### config.mk
export PLATFORM = sky130hd
export DESIGN_NAME = interval_timer_three_counters_flat
export DESIGN_NICKNAME = d
export VERILOG_FILES = /design/src/hw/rtl/itc_pkg.sv /design/src/hw/rtl/itc_req_if.sv /design/src/hw/rtl/itc_rsp_if.sv /design/src/hw/rtl/interval_timer_three_counters.sv /design/src/hw/rtl/itc_counter.sv /design/src/flat_wrapper.sv
export SDC_FILE = /design/constraint.sdc
export NUM_CORES = 1
export LEC_CHECK = 0
export BUFFER_PORTS_ARGS = -buffer_cell sky130_fd_sc_hd__buf_4
export CORE_ASPECT_RATIO = 2
export CORE_UTILIZATION = 43
export CTS_CLUSTER_DIAMETER = 30
export CTS_CLUSTER_SIZE = 30
export DETAILED_ROUTE_END_ITERATION = 6
export HOLD_SLACK_MARGIN = 0.03
export PLACE_DENSITY = 0.65
export SYNTH_ARGS = -nofsm -noshare
export SYNTH_HDL_FRONTEND = slang
export SYNTH_SLANG_ARGS = --single-unit
export TNS_END_PERCENT = 10
### constraint.sdc
create_clock -name clock -period 2.48 [get_ports clock]
set_input_delay 0.248 -clock clock [delete_from_list [all_inputs] [get_ports clock]]
set_output_delay 0.248 -clock clock [all_outputs]
set_load 0.05 [all_outputs]
### src/hw/rtl/itc_pkg.sv
// Package for the three-counter interval timer.
// Holds the port addresses, operation codes, load phases and the counter command struct.
// Depends on nothing; the top level, the counter and the testbench use it.
package itc_pkg;

   localparam int NumCountersDefault = 3;

   localparam logic [15:0] ControlPort       = 16'h00a6;
   localparam logic [15:0] DataPort          = 16'h00a2;
   localparam logic [15:0] TickDecReset      = 16'd18432;
   localparam logic [1:0]  SelectNone        = 2'd3;

   localparam int CsrAddrW = 3;
   localparam int CsrDataW = 32;
   localparam logic [0:0] CsrIdxTickDec = 1'b0;

   typedef enum logic [1:0] {
      FUNC_WRITE = 2'd0,
      FUNC_TICK  = 2'd1,
      FUNC_POLL  = 2'd2,
      FUNC_CLEAR = 2'd3
   } func_type;

   typedef enum logic [1:0] {
      PHASE_LOW  = 2'd0,
      PHASE_HIGH = 2'd1,
      PHASE_DONE = 2'd2
   } phase_type;

   typedef struct packed {
      logic       clear;
      logic       load_low;
      logic       load_high;
      logic       tick;
      logic       poll_clear;
      logic [7:0] data;
   } cnt_cmd_type;

endpackage

### src/hw/rtl/itc_req_if.sv
// Input channel of the interval timer: one operation per transfer.
// Depends on nothing.
interface itc_req_if;
   logic        valid;
   logic        ready;
   logic [1:0]  func;
   logic [15:0] port_address;
   logic [7:0]  write_data;

   modport source (output valid, output func, output port_address, output write_data,
                   input ready);
   modport sink (input valid, input func, input port_address, input write_data,
                 output ready);
endinterface

### src/hw/rtl/itc_rsp_if.sv
// Result channel of the interval timer: the two interrupt flags of one operation.
// Depends on nothing.
interface itc_rsp_if;
   logic valid;
   logic ready;
   logic irq0_raise;
   logic irq1_raise;

   modport source (output valid, output irq0_raise, output irq1_raise, input ready);
   modport sink (input valid, input irq0_raise, input irq1_raise, output ready);
endinterface

### src/hw/rtl/interval_timer_three_counters.sv
// Top level of the interval timer: input register, port decode, counters, result register.
// Depends on itc_pkg, itc_req_if, itc_rsp_if and itc_counter.
//
//   Channel   Ports        Direction  Content
//   input     req_ch.*     in         func, port_address, write_data
//   result    rsp_ch.*     out        irq0_raise, irq1_raise
//   config    csr_*        in         tick_decrement at byte address 0
//
// An operation passes through the input register, then through the decode and counter
// update into the result register.
// A new operation is taken every cycle unless the result is held; all counters update in parallel.
// Reset clears all counts, reload values, pending flags and the selection, and sets the tick decrement to its default.
// When the result is not taken, an operation in the input register holds there and req_ch.ready drops.
module interval_timer_three_counters #(
   parameter int NUM_COUNTERS = itc_pkg::NumCountersDefault
) (
   input  logic                          clock,
   input  logic                          reset,
   itc_req_if.sink                       req_ch,
   itc_rsp_if.source                     rsp_ch,
   input  logic                          csr_psel,
   input  logic                          csr_penable,
   input  logic                          csr_pwrite,
   input  logic [itc_pkg::CsrAddrW-1:0]  csr_paddr,
   input  logic [itc_pkg::CsrDataW-1:0]  csr_pwdata,
   output logic [itc_pkg::CsrDataW-1:0]  csr_prdata,
   output logic                          csr_pready
);

   logic                  in_valid_ff;
   itc_pkg::func_type     in_func_ff;
   logic [15:0]           in_addr_ff;
   logic [7:0]            in_data_ff;
   logic                  rsp_valid_ff;
   logic                  irq0_ff, irq1_ff;
   logic [15:0]           tick_dec_ff;
   logic [1:0]            sel_ff, sel_in;
   logic                  sel_valid_ff, sel_valid_in;
   itc_pkg::phase_type    phase_ff, phase_in;

   logic                  advance;
   logic                  is_ctrl, is_data, is_tick, is_poll, is_clear;
   logic [1:0]            sel_new;
   logic                  sel_ok, data_ok;
   logic [NUM_COUNTERS-1:0] pending;
   logic                  pend1, pend2;
   logic                  csr_write;

   assign advance = in_valid_ff && (!rsp_valid_ff || rsp_ch.ready);
   assign req_ch.ready = !in_valid_ff || advance;

   always_ff @(posedge clock) begin
      if (reset) begin
         in_valid_ff <= 1'b0;
      end else if (req_ch.ready) begin
         in_valid_ff <= req_ch.valid;
      end
   end

   always_ff @(posedge clock) begin
      if (req_ch.ready && req_ch.valid) begin
         in_func_ff <= itc_pkg::func_type'(req_ch.func);
         in_addr_ff <= req_ch.port_address;
         in_data_ff <= req_ch.write_data;
      end
   end

   assign is_ctrl  = advance && (in_func_ff == itc_pkg::FUNC_WRITE)
                     && (in_addr_ff == itc_pkg::ControlPort);
   assign is_data  = advance && (in_func_ff == itc_pkg::FUNC_WRITE)
                     && (in_addr_ff == itc_pkg::DataPort);
   assign is_tick  = advance && (in_func_ff == itc_pkg::FUNC_TICK);
   assign is_poll  = advance && (in_func_ff == itc_pkg::FUNC_POLL);
   assign is_clear = advance && (in_func_ff == itc_pkg::FUNC_CLEAR);

   assign sel_new = in_data_ff[7:6];
   assign sel_ok  = (sel_new != itc_pkg::SelectNone) && (32'(sel_new) < NUM_COUNTERS);
   assign data_ok = is_data && sel_valid_ff && (32'(sel_ff) < NUM_COUNTERS);

   always_comb begin
      sel_in       = sel_ff;
      sel_valid_in = sel_valid_ff;
      phase_in     = phase_ff;
      if (is_ctrl) begin
         if (sel_ok) begin
            sel_in       = sel_new;
            sel_valid_in = 1'b1;
            phase_in     = itc_pkg::PHASE_LOW;
         end else begin
            sel_valid_in = 1'b0;
         end
      end else if (data_ok) begin
         case (phase_ff)
            itc_pkg::PHASE_LOW:  phase_in = itc_pkg::PHASE_HIGH;
            itc_pkg::PHASE_HIGH: phase_in = itc_pkg::PHASE_DONE;
            default:             phase_in = phase_ff;
         endcase
      end
   end

   always_ff @(posedge clock) begin
      if (reset) begin
         sel_ff       <= '0;
         sel_valid_ff <= 1'b0;
         phase_ff     <= itc_pkg::PHASE_LOW;
      end else begin
         sel_ff       <= sel_in;
         sel_valid_ff <= sel_valid_in;
         phase_ff     <= phase_in;
      end
   end

   for (genvar i = 0; i < NUM_COUNTERS; i++) begin : g_counter
      itc_pkg::cnt_cmd_type cmd;

      always_comb begin
         cmd.clear      = (is_ctrl && sel_ok && (32'(sel_new) == i)) || is_clear;
         cmd.load_low   = data_ok && (phase_ff == itc_pkg::PHASE_LOW)
                          && (32'(sel_ff) == i);
         cmd.load_high  = data_ok && (phase_ff == itc_pkg::PHASE_HIGH)
                          && (32'(sel_ff) == i);
         cmd.tick       = is_tick;
         cmd.poll_clear = is_poll && ((i == 1) || (i == 2));
         cmd.data       = in_data_ff;
      end

      itc_counter u_counter (
         .clock          (clock),
         .reset          (reset),
         .cmd            (cmd),
         .tick_decrement (tick_dec_ff),
         .pending        (pending[i])
      );
   end

   assign pend1 = (NUM_COUNTERS > 1) && pending[1 % NUM_COUNTERS];
   assign pend2 = (NUM_COUNTERS > 2) && pending[2 % NUM_COUNTERS];

   always_ff @(posedge clock) begin
      if (reset) begin
         rsp_valid_ff <= 1'b0;
      end else if (advance) begin
         rsp_valid_ff <= 1'b1;
      end else if (rsp_ch.ready) begin
         rsp_valid_ff <= 1'b0;
      end
   end

   always_ff @(posedge clock) begin
      if (advance) begin
         irq0_ff <= is_poll && pend1;
         irq1_ff <= is_poll && pend2;
      end
   end

   assign rsp_ch.valid      = rsp_valid_ff;
   assign rsp_ch.irq0_raise = irq0_ff;
   assign rsp_ch.irq1_raise = irq1_ff;

   assign csr_pready = 1'b1;
   assign csr_write  = csr_psel && csr_penable && csr_pwrite
                       && (csr_paddr[itc_pkg::CsrAddrW-1] == itc_pkg::CsrIdxTickDec);

   always_ff @(posedge clock) begin
      if (reset) begin
         tick_dec_ff <= itc_pkg::TickDecReset;
      end else if (csr_write) begin
         tick_dec_ff <= csr_pwdata[15:0];
      end
   end

   always_comb begin
      if (csr_paddr[itc_pkg::CsrAddrW-1] == itc_pkg::CsrIdxTickDec) begin
         csr_prdata = {{(itc_pkg::CsrDataW-16){1'b0}}, tick_dec_ff};
      end else begin
         csr_prdata = '0;
      end
   end

endmodule

### src/hw/rtl/itc_counter.sv
// One down counter of the interval timer: reload value, working count and pending flag.
// Depends on itc_pkg for the command struct.
module itc_counter (
   input  logic                clock,
   input  logic                reset,
   input  itc_pkg::cnt_cmd_type cmd,
   input  logic [15:0]         tick_decrement,
   output logic                pending
);

   logic [15:0] reload_ff, reload_in;
   logic [15:0] count_ff, count_in;
   logic        pending_ff, pending_in;
   logic [15:0] high_value;

   assign high_value = reload_ff + {cmd.data, 8'h00};

   always_comb begin
      reload_in  = reload_ff;
      count_in   = count_ff;
      pending_in = pending_ff;
      if (cmd.clear) begin
         reload_in = '0;
         count_in  = '0;
      end else if (cmd.load_low) begin
         reload_in = {8'h00, cmd.data};
      end else if (cmd.load_high) begin
         reload_in = high_value;
         count_in  = high_value;
      end else if (cmd.tick && (reload_ff != '0)) begin
         if (count_ff <= tick_decrement) begin
            count_in   = reload_ff;
            pending_in = 1'b1;
         end else begin
            count_in = count_ff - tick_decrement;
         end
      end else if (cmd.poll_clear) begin
         pending_in = 1'b0;
      end
   end

   always_ff @(posedge clock) begin
      if (reset) begin
         reload_ff  <= '0;
         count_ff   <= '0;
         pending_ff <= 1'b0;
      end else begin
         reload_ff  <= reload_in;
         count_ff   <= count_in;
         pending_ff <= pending_in;
      end
   end

   assign pending = pending_ff;

endmodule

### src/flat_wrapper.sv
// flat-port wrapper written by rule: the top's interface ports become plain ports
module interval_timer_three_counters_flat 
#(
   parameter int NUM_COUNTERS = itc_pkg::NumCountersDefault
)
  (clock, reset, csr_psel, csr_penable, csr_pwrite, csr_paddr, csr_pwdata, csr_prdata, csr_pready, req_ch_valid, req_ch_func, req_ch_port_address, req_ch_write_data, req_ch_ready, rsp_ch_valid, rsp_ch_irq0_raise, rsp_ch_irq1_raise, rsp_ch_ready);
  itc_req_if req_ch_i ();
  itc_rsp_if rsp_ch_i ();
  input  logic clock;
  input  logic reset;
  input  logic csr_psel;
  input  logic csr_penable;
  input  logic csr_pwrite;
  input  logic [itc_pkg::CsrAddrW-1:0] csr_paddr;
  input  logic [itc_pkg::CsrDataW-1:0] csr_pwdata;
  output logic [itc_pkg::CsrDataW-1:0] csr_prdata;
  output logic csr_pready;
  input wire logic [$bits(req_ch_i.valid)-1:0] req_ch_valid;
  input wire logic [$bits(req_ch_i.func)-1:0] req_ch_func;
  input wire logic [$bits(req_ch_i.port_address)-1:0] req_ch_port_address;
  input wire logic [$bits(req_ch_i.write_data)-1:0] req_ch_write_data;
  output wire logic [$bits(req_ch_i.ready)-1:0] req_ch_ready;
  output wire logic [$bits(rsp_ch_i.valid)-1:0] rsp_ch_valid;
  output wire logic [$bits(rsp_ch_i.irq0_raise)-1:0] rsp_ch_irq0_raise;
  output wire logic [$bits(rsp_ch_i.irq1_raise)-1:0] rsp_ch_irq1_raise;
  input wire logic [$bits(rsp_ch_i.ready)-1:0] rsp_ch_ready;
  assign req_ch_i.valid = req_ch_valid;
  assign req_ch_i.func = req_ch_func;
  assign req_ch_i.port_address = req_ch_port_address;
  assign req_ch_i.write_data = req_ch_write_data;
  assign req_ch_ready = req_ch_i.ready;
  assign rsp_ch_valid = rsp_ch_i.valid;
  assign rsp_ch_irq0_raise = rsp_ch_i.irq0_raise;
  assign rsp_ch_irq1_raise = rsp_ch_i.irq1_raise;
  assign rsp_ch_i.ready = rsp_ch_ready;
  interval_timer_three_counters #(.NUM_COUNTERS(NUM_COUNTERS)) u_core (.clock(clock), .reset(reset), .req_ch(req_ch_i), .rsp_ch(rsp_ch_i), .csr_psel(csr_psel), .csr_penable(csr_penable), .csr_pwrite(csr_pwrite), .csr_paddr(csr_paddr), .csr_pwdata(csr_pwdata), .csr_prdata(csr_prdata), .csr_pready(csr_pready));
endmodule
---- Word level (Yosys, flattened, before mapping) ----
Index checks and enable logic that the tools add are counted.
cells by class
  $add $sub $neg .......................... 4
  $lt $le $gt $ge ......................... 4
  equality and inequality tests ........... 14
  mux-type cells .......................... 23
  bitwise operators ....................... 7
  reductions and logical operators ........ 56
operator list
  kind                 number
  $mux 16              7
  $add 16x16->16       2
  $eq 16x8->1 const B  2
  $le 16x16->1         2
  $mux 8               4
  $reduce_bool 16->1   2
  $sub 16x16->16       2
  $logic_and 1x1->1    27
  $reduce_bool 2->1    8
  $reduce_and 5->1     2
  $eq 2x1->1 const B   4
  $eq 2x2->1 const B   4
  $mux 1               8
  $not 1->1            7
  $mux 2               3
  $reduce_and 2->1     3
  $reduce_or 3->1      2
  $logic_not 2->1      2
  $logic_or 1x1->1     4
  $lt 2x2->1 const B   2
  $ne 2x1->1 const B   2
  $ne 2x2->1 const B   2
  $pmux 2 s2           1
  $reduce_or 2->1      2
  other kinds (3)      4
word-level totals
  register bits after elaboration ......... 117
  input port bits ......................... 68
  output and inout bits ................... 37
  word-level logic and storage cells ...... 127

---- Depth between registers and ports, before layout ----
Gate-level depths: netlist of run 1.
  depth in word-level cells ............... 11
  gate-level depth with buffers ........... 12
  gate-level depth less buffers ........... 11

---- Hierarchy ----
From an unflattened synthesis of run 1, not the netlist that was laid out.
second synthesis, totals
  cells, all modules ...................... 868
  area total of the unflattened synthesis .. 7430.9 µm²
by module, submodules not included
  module                                       times used  cells each  area an instance (µm²)  sequential area each (µm²)
  itc_counter (u_core.g_counter[2].u_counter)  1           335         2660.1                  660.6
  itc_counter (u_core.g_counter[1].u_counter)  1           336         2628.8                  660.6
  interval_timer_three_counters                1           197         2142.1                  1301.2

---- Worst setup path after synthesis of run 1 ----
Ideal clock, no wire load.
  path kind ............................... register -> register
  start point ............................. register u_core.tick_dec_ff[0]
  end point ............................... register u_core.g_counter[1].u_counter.count_ff[15]
  setup time .............................. 0.122 ns
  arrival ................................. 2.551 ns
  required time ........................... 2.358 ns
  setup slack ............................. -0.192 ns
  cell stages (with the launch flop) ...... 12
  path buffers ............................ 1
  clock period less this slack ............ 2.672 ns
  path through ............................ dfxtp_1 -> ha_1 -> inv_1 -> fa_1 -> a21o_1 -> a221oi_2 -> o21ai_1 -> a211oi_2 -> or2_1 -> buf_4 -> a31oi_1 -> o311a_1
on the way
  cells in the longest elaborated chain, start to end .. 4
  elaborated cells between the ends (all ways) .. 5
  those cells by class .................... add/sub (1); order compare (1); mux (3)
RTL lines
  element                                                RTL line                              RTL
  from (decl)                                            interval_timer_three_counters.sv:36   logic [15:0] tick_dec_ff;
  from (signal assigned)                                 interval_timer_three_counters.sv:166  tick_dec_ff <= itc_pkg::TickDecReset;
  from (signal assigned)                                 interval_timer_three_counters.sv:168  tick_dec_ff <= csr_pwdata[15:0];
  $sub 16x16->16 / $le 16x16->1 (equally long branches)  itc_counter.sv:35, itc_counter.sv:31
  $mux 16 *                                              itc_counter.sv:31                     if (count_ff <= tick_decrement) begin
  $mux 16 *                                              itc_counter.sv:30                     end else if (cmd.tick && (reload_ff != '0)) begin
  $mux 16 *                                              itc_counter.sv:27                     end else if (cmd.load_high) begin
  to (signal assigned)                                   itc_counter.sv:49                     count_ff <= count_in;
  to (decl)                                              itc_counter.sv:12                     logic [15:0] count_ff, count_in;
Every way passes the cells marked *; elsewhere a longest branch is shown, timed or not. The select of a mux whose other input is x is not followed.
A chain may end at the register's enable or synchronous reset.

---- Final worst setup path of run 1 ----
Ends and elaborated chain as after synthesis.

==> results.toml, run 1 <==
[die]
start_util = 0.439
die_y_um = 184
die-area_mm2 = 0.0171
rows = 66
core_mm2 = 0.0162
io_pins = 105
dieWidth_um = 92.9

[setup_path]
startpoint_type = "flop"
critPathKind = "reg2reg"
cp.arrival_ns = 2.95
end_kind = "flop"
worst-path-max-fanout = 4
required_ns = 2.78

[grt]
first_global_vias = 6927
grt_pass1_wl_um = 35600
antenna_found_initial = 0
grt_overflow = 0
grt_use_total = 0.276
grt_max_degree = 27

[timing]
clock.fmax_mhz = 377
fin_crit_sh = 1.07
report.final.setup_viol = 17
slew_headroom = 0.281
hold_ws_ns = 0.0588
hold_viol = 0
fin_ws_ns = -0.174
clock_skew_ns = 0.0103
final.min_clock_period_ns = 2.65
slew_viol_final = 0
rsz0062_at_grt = "yes"
worst_slew_pin_slew_ns = 1.08

[clock_network]
cts_tree = "built"
path_clk_slew_ns = 0.06
cts_buffer_depth = 2
numCtsBuffers = 17
clkLatencyLatePin_ns = 0.42
numClockSinks = 117
cts_max_level = 4
cts-root-buf = "clkbuf_16"

[logic_synthesis]
ys.flop_type = "dfxtp_1"
synth.avg_cell_area_um2 = 8.66
synth.distinct_cells = 74
syn_area_mm2 = 0.00710
synth_edf_count = 28
syn_inst = 820
ys_seq_area_frac = 0.369
ys_ff_latch = 117
synth_warnings = 0
synthArstFlopShare = 0

[detailed_routing]
wl_per_cell_um = 18.5
wl_um = 22700
ant_nets = 0
vias = 6890
drt_iter0_markers = 217
viasPerCell = 5.60
dr.pass1.iters = 7
drc = 2

[pwr]
switching_share = 0.262
p_clk_frac = 0.489
peakVddDrop_v = 0.000505
powerDensity_mw_per_mm2 = 531
internal_power_w = 0.00379
power_frac_seq = 0.395
combPwrFrac = 0.116
p_leak_nw = 4.05
power.switching_w = 0.00135

[placement]
port_buffers = 69
hpwl_um = 17100
gp_congestion = 0.946
dp_cells = 1163

[flow_run]
drv_cap = 0

[run_status]
outcome = "finished with violations"
violations = "design-rule violations, negative setup slack"

[min_path]
hp-class = "in2reg"

[layout]
fin_cells = 1231
final_nets = 1132
nFillCells = 1457
drive_above_1_share = 0.276
antennaDiodeCount = 0
syn_to_final_growth_pct = 36.3
cells in the mapped netlist (3+ instances only):
cell type	n	share of area
dfxtp_1	89	0.25
nand2_1	89	0.047
nor2_1	82	0.043
a21oi_1	72	0.051
ha_1	46	0.081
inv_1	34	0.018
o21ai_0	34	0.024
mux2i_1	33	0.047
edfxtp_1	28	0.12
clkbuf_1	21	0.011
xnor2_1	20	0.025
buf_4	19	0.020
nand3_1	18	0.013
nor3_1	16	0.011
a211oi_1	15	0.016
nor4_1	15	0.013
a21o_1	14	0.015
nand4_1	14	0.012
o221ai_1	12	0.015
a31oi_1	11	0.0097
and3_1	10	0.0088
nor2b_1	9	0.0079
o211ai_1	9	0.0095
o21a_1	8	0.0085
nand2b_1	7	0.0062
xor2_1	6	0.0074
buf_2	5	0.0035
o21bai_1	5	0.0053
or2_2	5	0.0044
or4_1	5	0.0053
and2_1	4	0.0035
fa_1	4	0.011
and4_1	3	0.0037
nand3b_1	3	0.0032
nor3b_1	3	0.0032
o21ai_1	3	0.0021
or3_1	3	0.0026
per-layer routing:
layer	track usage	wire, um	vias up
li1	-	-	3348
met1	0.262	8060	3251
met2	0.532	12500	215
met3	0.0480	857	76
met4	0.170	1260	0
met5	0	0	-
layout by cell type, fill, tap and decap left out, drive strengths merged, types with 5 or more instances in the layout:
cell type	instances
a31oi	11
conb	17
nor4	17
o211ai	9
clkbuf	20
edfxtp	28
nor2b	9
nand2b	7
nor2	82
nand4	15
dlygate4sd3	26
or2	6
or4	5
o21ai	38
dfxtp	89
o21bai	5
and3	10
xor2	6
a21oi	72
o221ai	12
a211oi	17
o21a	8
xnor2	20
nand2	91
a21o	14
nand3	18
buf	181
mux2i	33
inv	37
ha	46
nor3	19
clkinv	5
kinds of logic (layout without fill, tap and decap cells):
kind of cell | count (synthesis) | count (layout) | share of synthesized area
muxes | 34 | 34 | 0.0481
adders and majority gates | 50 | 50 | 0.0924
buffers and inverters | 82 | 273 | 0.0546
xor gates and xnor gates | 26 | 26 | 0.0321
DFF | 117 | 117 | 0.369
AOI/OAI and AO/OA | 208 | 208 | 0.191
other | 2 | 17 | 0.00106
and+or+nand+nor | 301 | 302 | 0.211
critical path: stages, from the launching register on:
cell and delay (ns):
dfxtp_4 0.37, ha_4 0.13, inv_2 0.04, fa_2 0.38, a21o_1 0.22, a221oi_4 0.33
o21ai_4 0.13, a211oi_4 0.29, buf_4 0.16, or2_4 0.13, buf_4 0.13, a31oi_1 0.08
o311a_1 0.14
flip-flops by register name, indices dropped and copies added, names as in the netlist:
signal and count:
u_core.in_data_ff 8, u_core.in_addr_ff 16, u_core.rsp_ch.irq0_raise 1, u_core.tick_dec_ff 16
u_core.phase_ff 2, u_core.sel_ff 2, u_core.g_counter.u_counter.count_ff 32, u_core.in_valid_ff 1
u_core.in_func_ff 2, u_core.g_counter.u_counter.pending 2, u_core.rsp_ch.valid 1, u_core.rsp_ch.irq1_raise 1
u_core.g_counter.u_counter.reload_ff 32, u_core.sel_valid_ff 1
final timing paths:
path | end | cells past startpoint | from | slack [ns]
max reg2reg | u_core.g_counter[1].u_counter.count_ff[15] | 12 | u_core.tick_dec_ff[0] | -0.17
min | u_core.in_valid_ff | 3 | req_ch_valid | 0.06
max | u_core.g_counter[1].u_counter.count_ff[15] | 12 | u_core.tick_dec_ff[0] | -0.17
min reg2reg | u_core.tick_dec_ff[6] | 2 | u_core.tick_dec_ff[6] | 0.46
power by group through the flow:
stage          registers (W)  logic, W  clock network (W)
2_1_floorplan        0.00206  0.000326                  0
3_3_place_gp         0.00206  0.000521                  0
3_5_place_dp         0.00207  0.000523                  0
4_1_cts              0.00203  0.000571            0.00253
5_1_grt              0.00203  0.000639            0.00262
6_report             0.00203  0.000598            0.00251
through the flow:
stage | instance area, um^2 | util | total power, W | worst slack [ns] | TNS [ns]
3_5_place_dp | 8490 | 0.524 | 0.00259 | -0.192 | -2.58
5_1_grt | 9680 | 0.598 | 0.00529 | -0.215 | -3.92
2_1_floorplan | 7190 | - | 0.00238 | 0.0408 | 0
3_3_place_gp | 8490 | 0.524 | 0.00259 | -0.163 | -1.80
4_1_cts | 9500 | 0.587 | 0.00513 | -0.0890 | -0.953
6_report | 9680 | 0.598 | 0.00514 | -0.174 | -1.18
layout make-up:
type                       instances  area, um^2  share of cell area
multi-input combinational        637        4400               0.455
tap                              204         255              0.0264
inverter                          34         128              0.0132
clock buffer                      20         489              0.0506
sequential                       117        2630               0.272
timing repair buffer             207        1660               0.171
clock inverter                    12         115              0.0119
timing repair:
item,in CTS,in global routing
hold buffers,26,0
setup endpoints to repair,33,64
buffers inserted,5,6
pin swaps,21,22
gates resized for setup,23,39
cloned,0,1
hold endpoints to repair,26,0
No activity file was read; power rests on OpenSTA's default activity.
==> run 2, diff against run 1 <==
- ABC_AREA: not set -> 1
- PLACE_DENSITY: 0.65 -> not set
==> run 2 against run 1 <==
Core utilization down 7.9 points. Largest power group unchanged. Non-clock buffer count down 96. Largest cell class unchanged. The run now ends clean. Routed wire length down 0.98%.
==> results.toml, run 2 <==
[placement]
port_buffers = 69
hpwl_um = 17500
gp_congestion = 0.949
place_ws_ns = 0.147
dp_cells = 1533

[clock_network]
numCtsBuffers = 17
cts_max_level = 4
cts-root-buf = "clkbuf_16"
cts_buffer_depth = 2
path_clk_slew_ns = 0.06
cts_setup_buffers = 0
cts_tree = "built"
numClockSinks = 117
clkLatencyLatePin_ns = 0.42

[detailed_routing]
drc = 0
dr.pass1.iters = 4
vias = 7561
wl_um = 22500
viasPerCell = 4.75
drt_iter0_markers = 316
wl_per_cell_um = 14.1
ant_nets = 0

[die]
die_y_um = 197
io_pins = 105
core_mm2 = 0.0187
start_util = 0.438
rows = 71
die-area_mm2 = 0.0197
dieWidth_um = 99.7

[setup_path]
end_kind = "flop"
critPathSlowestCell = "ha_1"
startpoint_type = "flop"
cp_top_family = "simple AND/OR/NAND/NOR gates"
worst-path-max-fanout = 17
critPathKind = "reg2reg"
cp.arrival_ns = 2.58
critPathBufInv = 4
critPathMaxStageDelay_ns = 0.34
worstPathCellList = "inv_1 > ha_1 > nand2_1 > inv_1 > nand2_1 > inv_1 > and2_1 > nand3_1 > nand2_2 > inv_2 > nand3_1 > nand2_1 > a21oi_1"
required_ns = 2.79

[logic_synthesis]
ys_ff_latch = 117
ys.flop_type = "dfxtp_1"
post-synth-top-count-cell = "nand2_1"
synthArstFlopShare = 0
synth_top_area_share = 0.217
ys_seq_area_frac = 0.319
synth_common_cells = "367 x nand2_1, 192 x inv_1, 106 x nor2_1, 96 x nand3_1, 89 x dfxtp_1"
synth_edf_count = 28
synth_top_cell_by_area = "dfxtp_1"
synth.avg_cell_area_um2 = 6.76
syn_inst = 1215
synthTopCellsByArea = "dfxtp_1 22%, nand2_1 17%, edfxtp_1 10%"
syn_area_mm2 = 0.00822
synth_warnings = 0
synth.distinct_cells = 49

[grt]
grt_use_total = 0.243
grt_max_degree = 29
antenna_found_initial = 0
first_global_vias = 7521
grt_overflow = 0
grt_pass1_wl_um = 36400

[pwr]
peakVddDrop_v = 0.000410
powerDensity_mw_per_mm2 = 495
p_leak_nw = 4.95

[run_status]
outcome = "completed"

[timing]
report.final.setup_viol = 0
slew_viol_final = 0
setup_tns_ns = 0
final.min_clock_period_ns = 2.27
clock.fmax_mhz = 441
worst_slew_pin_slew_ns = 0.518
slew_headroom = 0.653
clock_skew_ns = 0.0103
rsz0062_at_grt = "no"
fin_ws_ns = 0.214
hold_viol = 0
fin_crit_sh = 0.914

[layout]
final_cell_mix = "366 x nand2_1, 192 x inv_1, 106 x nor2_1, 96 x nand3_1, 88 x dfxtp_1"
drive_above_1_share = 0.122
largestRegisters = "u_core.g_counter.u_counter.count_ff: 32 flops, u_core.g_counter.u_counter.reload_ff: 32 flops"
fin_cells = 1592
syn_to_final_growth_pct = 18.3
final_nets = 1442
antennaDiodeCount = 0
mostFrequentLayoutCell = "nand2_1"

[flow_run]
drv_cap = 0

[min_path]
hp-class = "in2reg"
==> run 2: worst paths after layout <==
check             slack, ns                                         to  depth (start not counted)                                  start
hold reg to reg        0.46      u_core.g_counter[2].u_counter.pending                          2  u_core.g_counter[2].u_counter.pending
setup reg to reg       0.21  u_core.g_counter[2].u_counter.count_ff[9]                         13                 u_core.tick_dec_ff[11]
hold / removal         0.05                     u_core.tick_dec_ff[11]                          3                         csr_pwdata[11]
setup / recovery       0.21  u_core.g_counter[2].u_counter.count_ff[9]                         13                 u_core.tick_dec_ff[11]
==> run 2: logic make-up (layout without fill, tap and decap cells) <==
group	Yosys count	after routing	share of synthesized area
buf+inv	241	348	0.130
xor+xnor	21	21	0.0224
other cells	2	17	0.000914
simple gates	657	657	0.368
compound gates	127	127	0.0804
flops	117	117	0.319
fa+ha+maj	50	50	0.0798
==> run 2: power breakdown <==
part           internal, W  total (W)  switching, W
clock              0.00129    0.00219      0.000898
combinational     0.000212   0.000598      0.000386
sequential         0.00200    0.00203     0.0000311
total              0.00349    0.00481       0.00132
==> run 2: stage by stage <==
step / hold slack (ns) / power, W / cell area [um^2] / utilization
after floorplan: 0.317 / 0.00246 / 8270 / -
after CTS: 0.0455 / 0.00486 / 9720 / 0.518
final: 0.0539 / 0.00481 / 9720 / 0.519
after global placement: 0.426 / 0.00263 / 8930 / 0.476
after detailed placement: 0.427 / 0.00263 / 8930 / 0.476
after global routing: 0.0671 / 0.00499 / 9720 / 0.519
==> run 2: timing repair <==
action                                 in CTS  in global routing
hold buffers                               27                  0
setup endpoints to repair                   0                  8
gates resized for setup                     0                  2
endpoints found under the hold margin      31                  0
==> run 2: cell type report <==
| cell class | count | area (um^2) |
|---|---|---|
| fillers | 1907 | 9020 |
| clock inverters | 10 | 60.1 |
| well taps | 255 | 319 |
| clock buffers | 22 | 454 |
| multi-input cells | 872 | 4590 |
| repair buffers | 111 | 901 |
| flip-flops and latches | 117 | 2620 |
| inverters | 205 | 774 |
==> run 2: tightest hold or removal path, stage by stage <==
cell and delay (ns):
buf_4 0.08, nand2_1 0.04, o211ai_1 0.06
==> run 2: routing by layer <==
| layer | wire length, um | global-route usage | part of all wire |
|---|---|---|---|
| met2 | 12100 | 0.463 | 0.54 |
| met5 | 0 | 0 | 0 |
| met1 | 8410 | 0.237 | 0.37 |
| met4 | 1310 | 0.159 | 0.058 |
| met3 | 638 | 0.0340 | 0.028 |
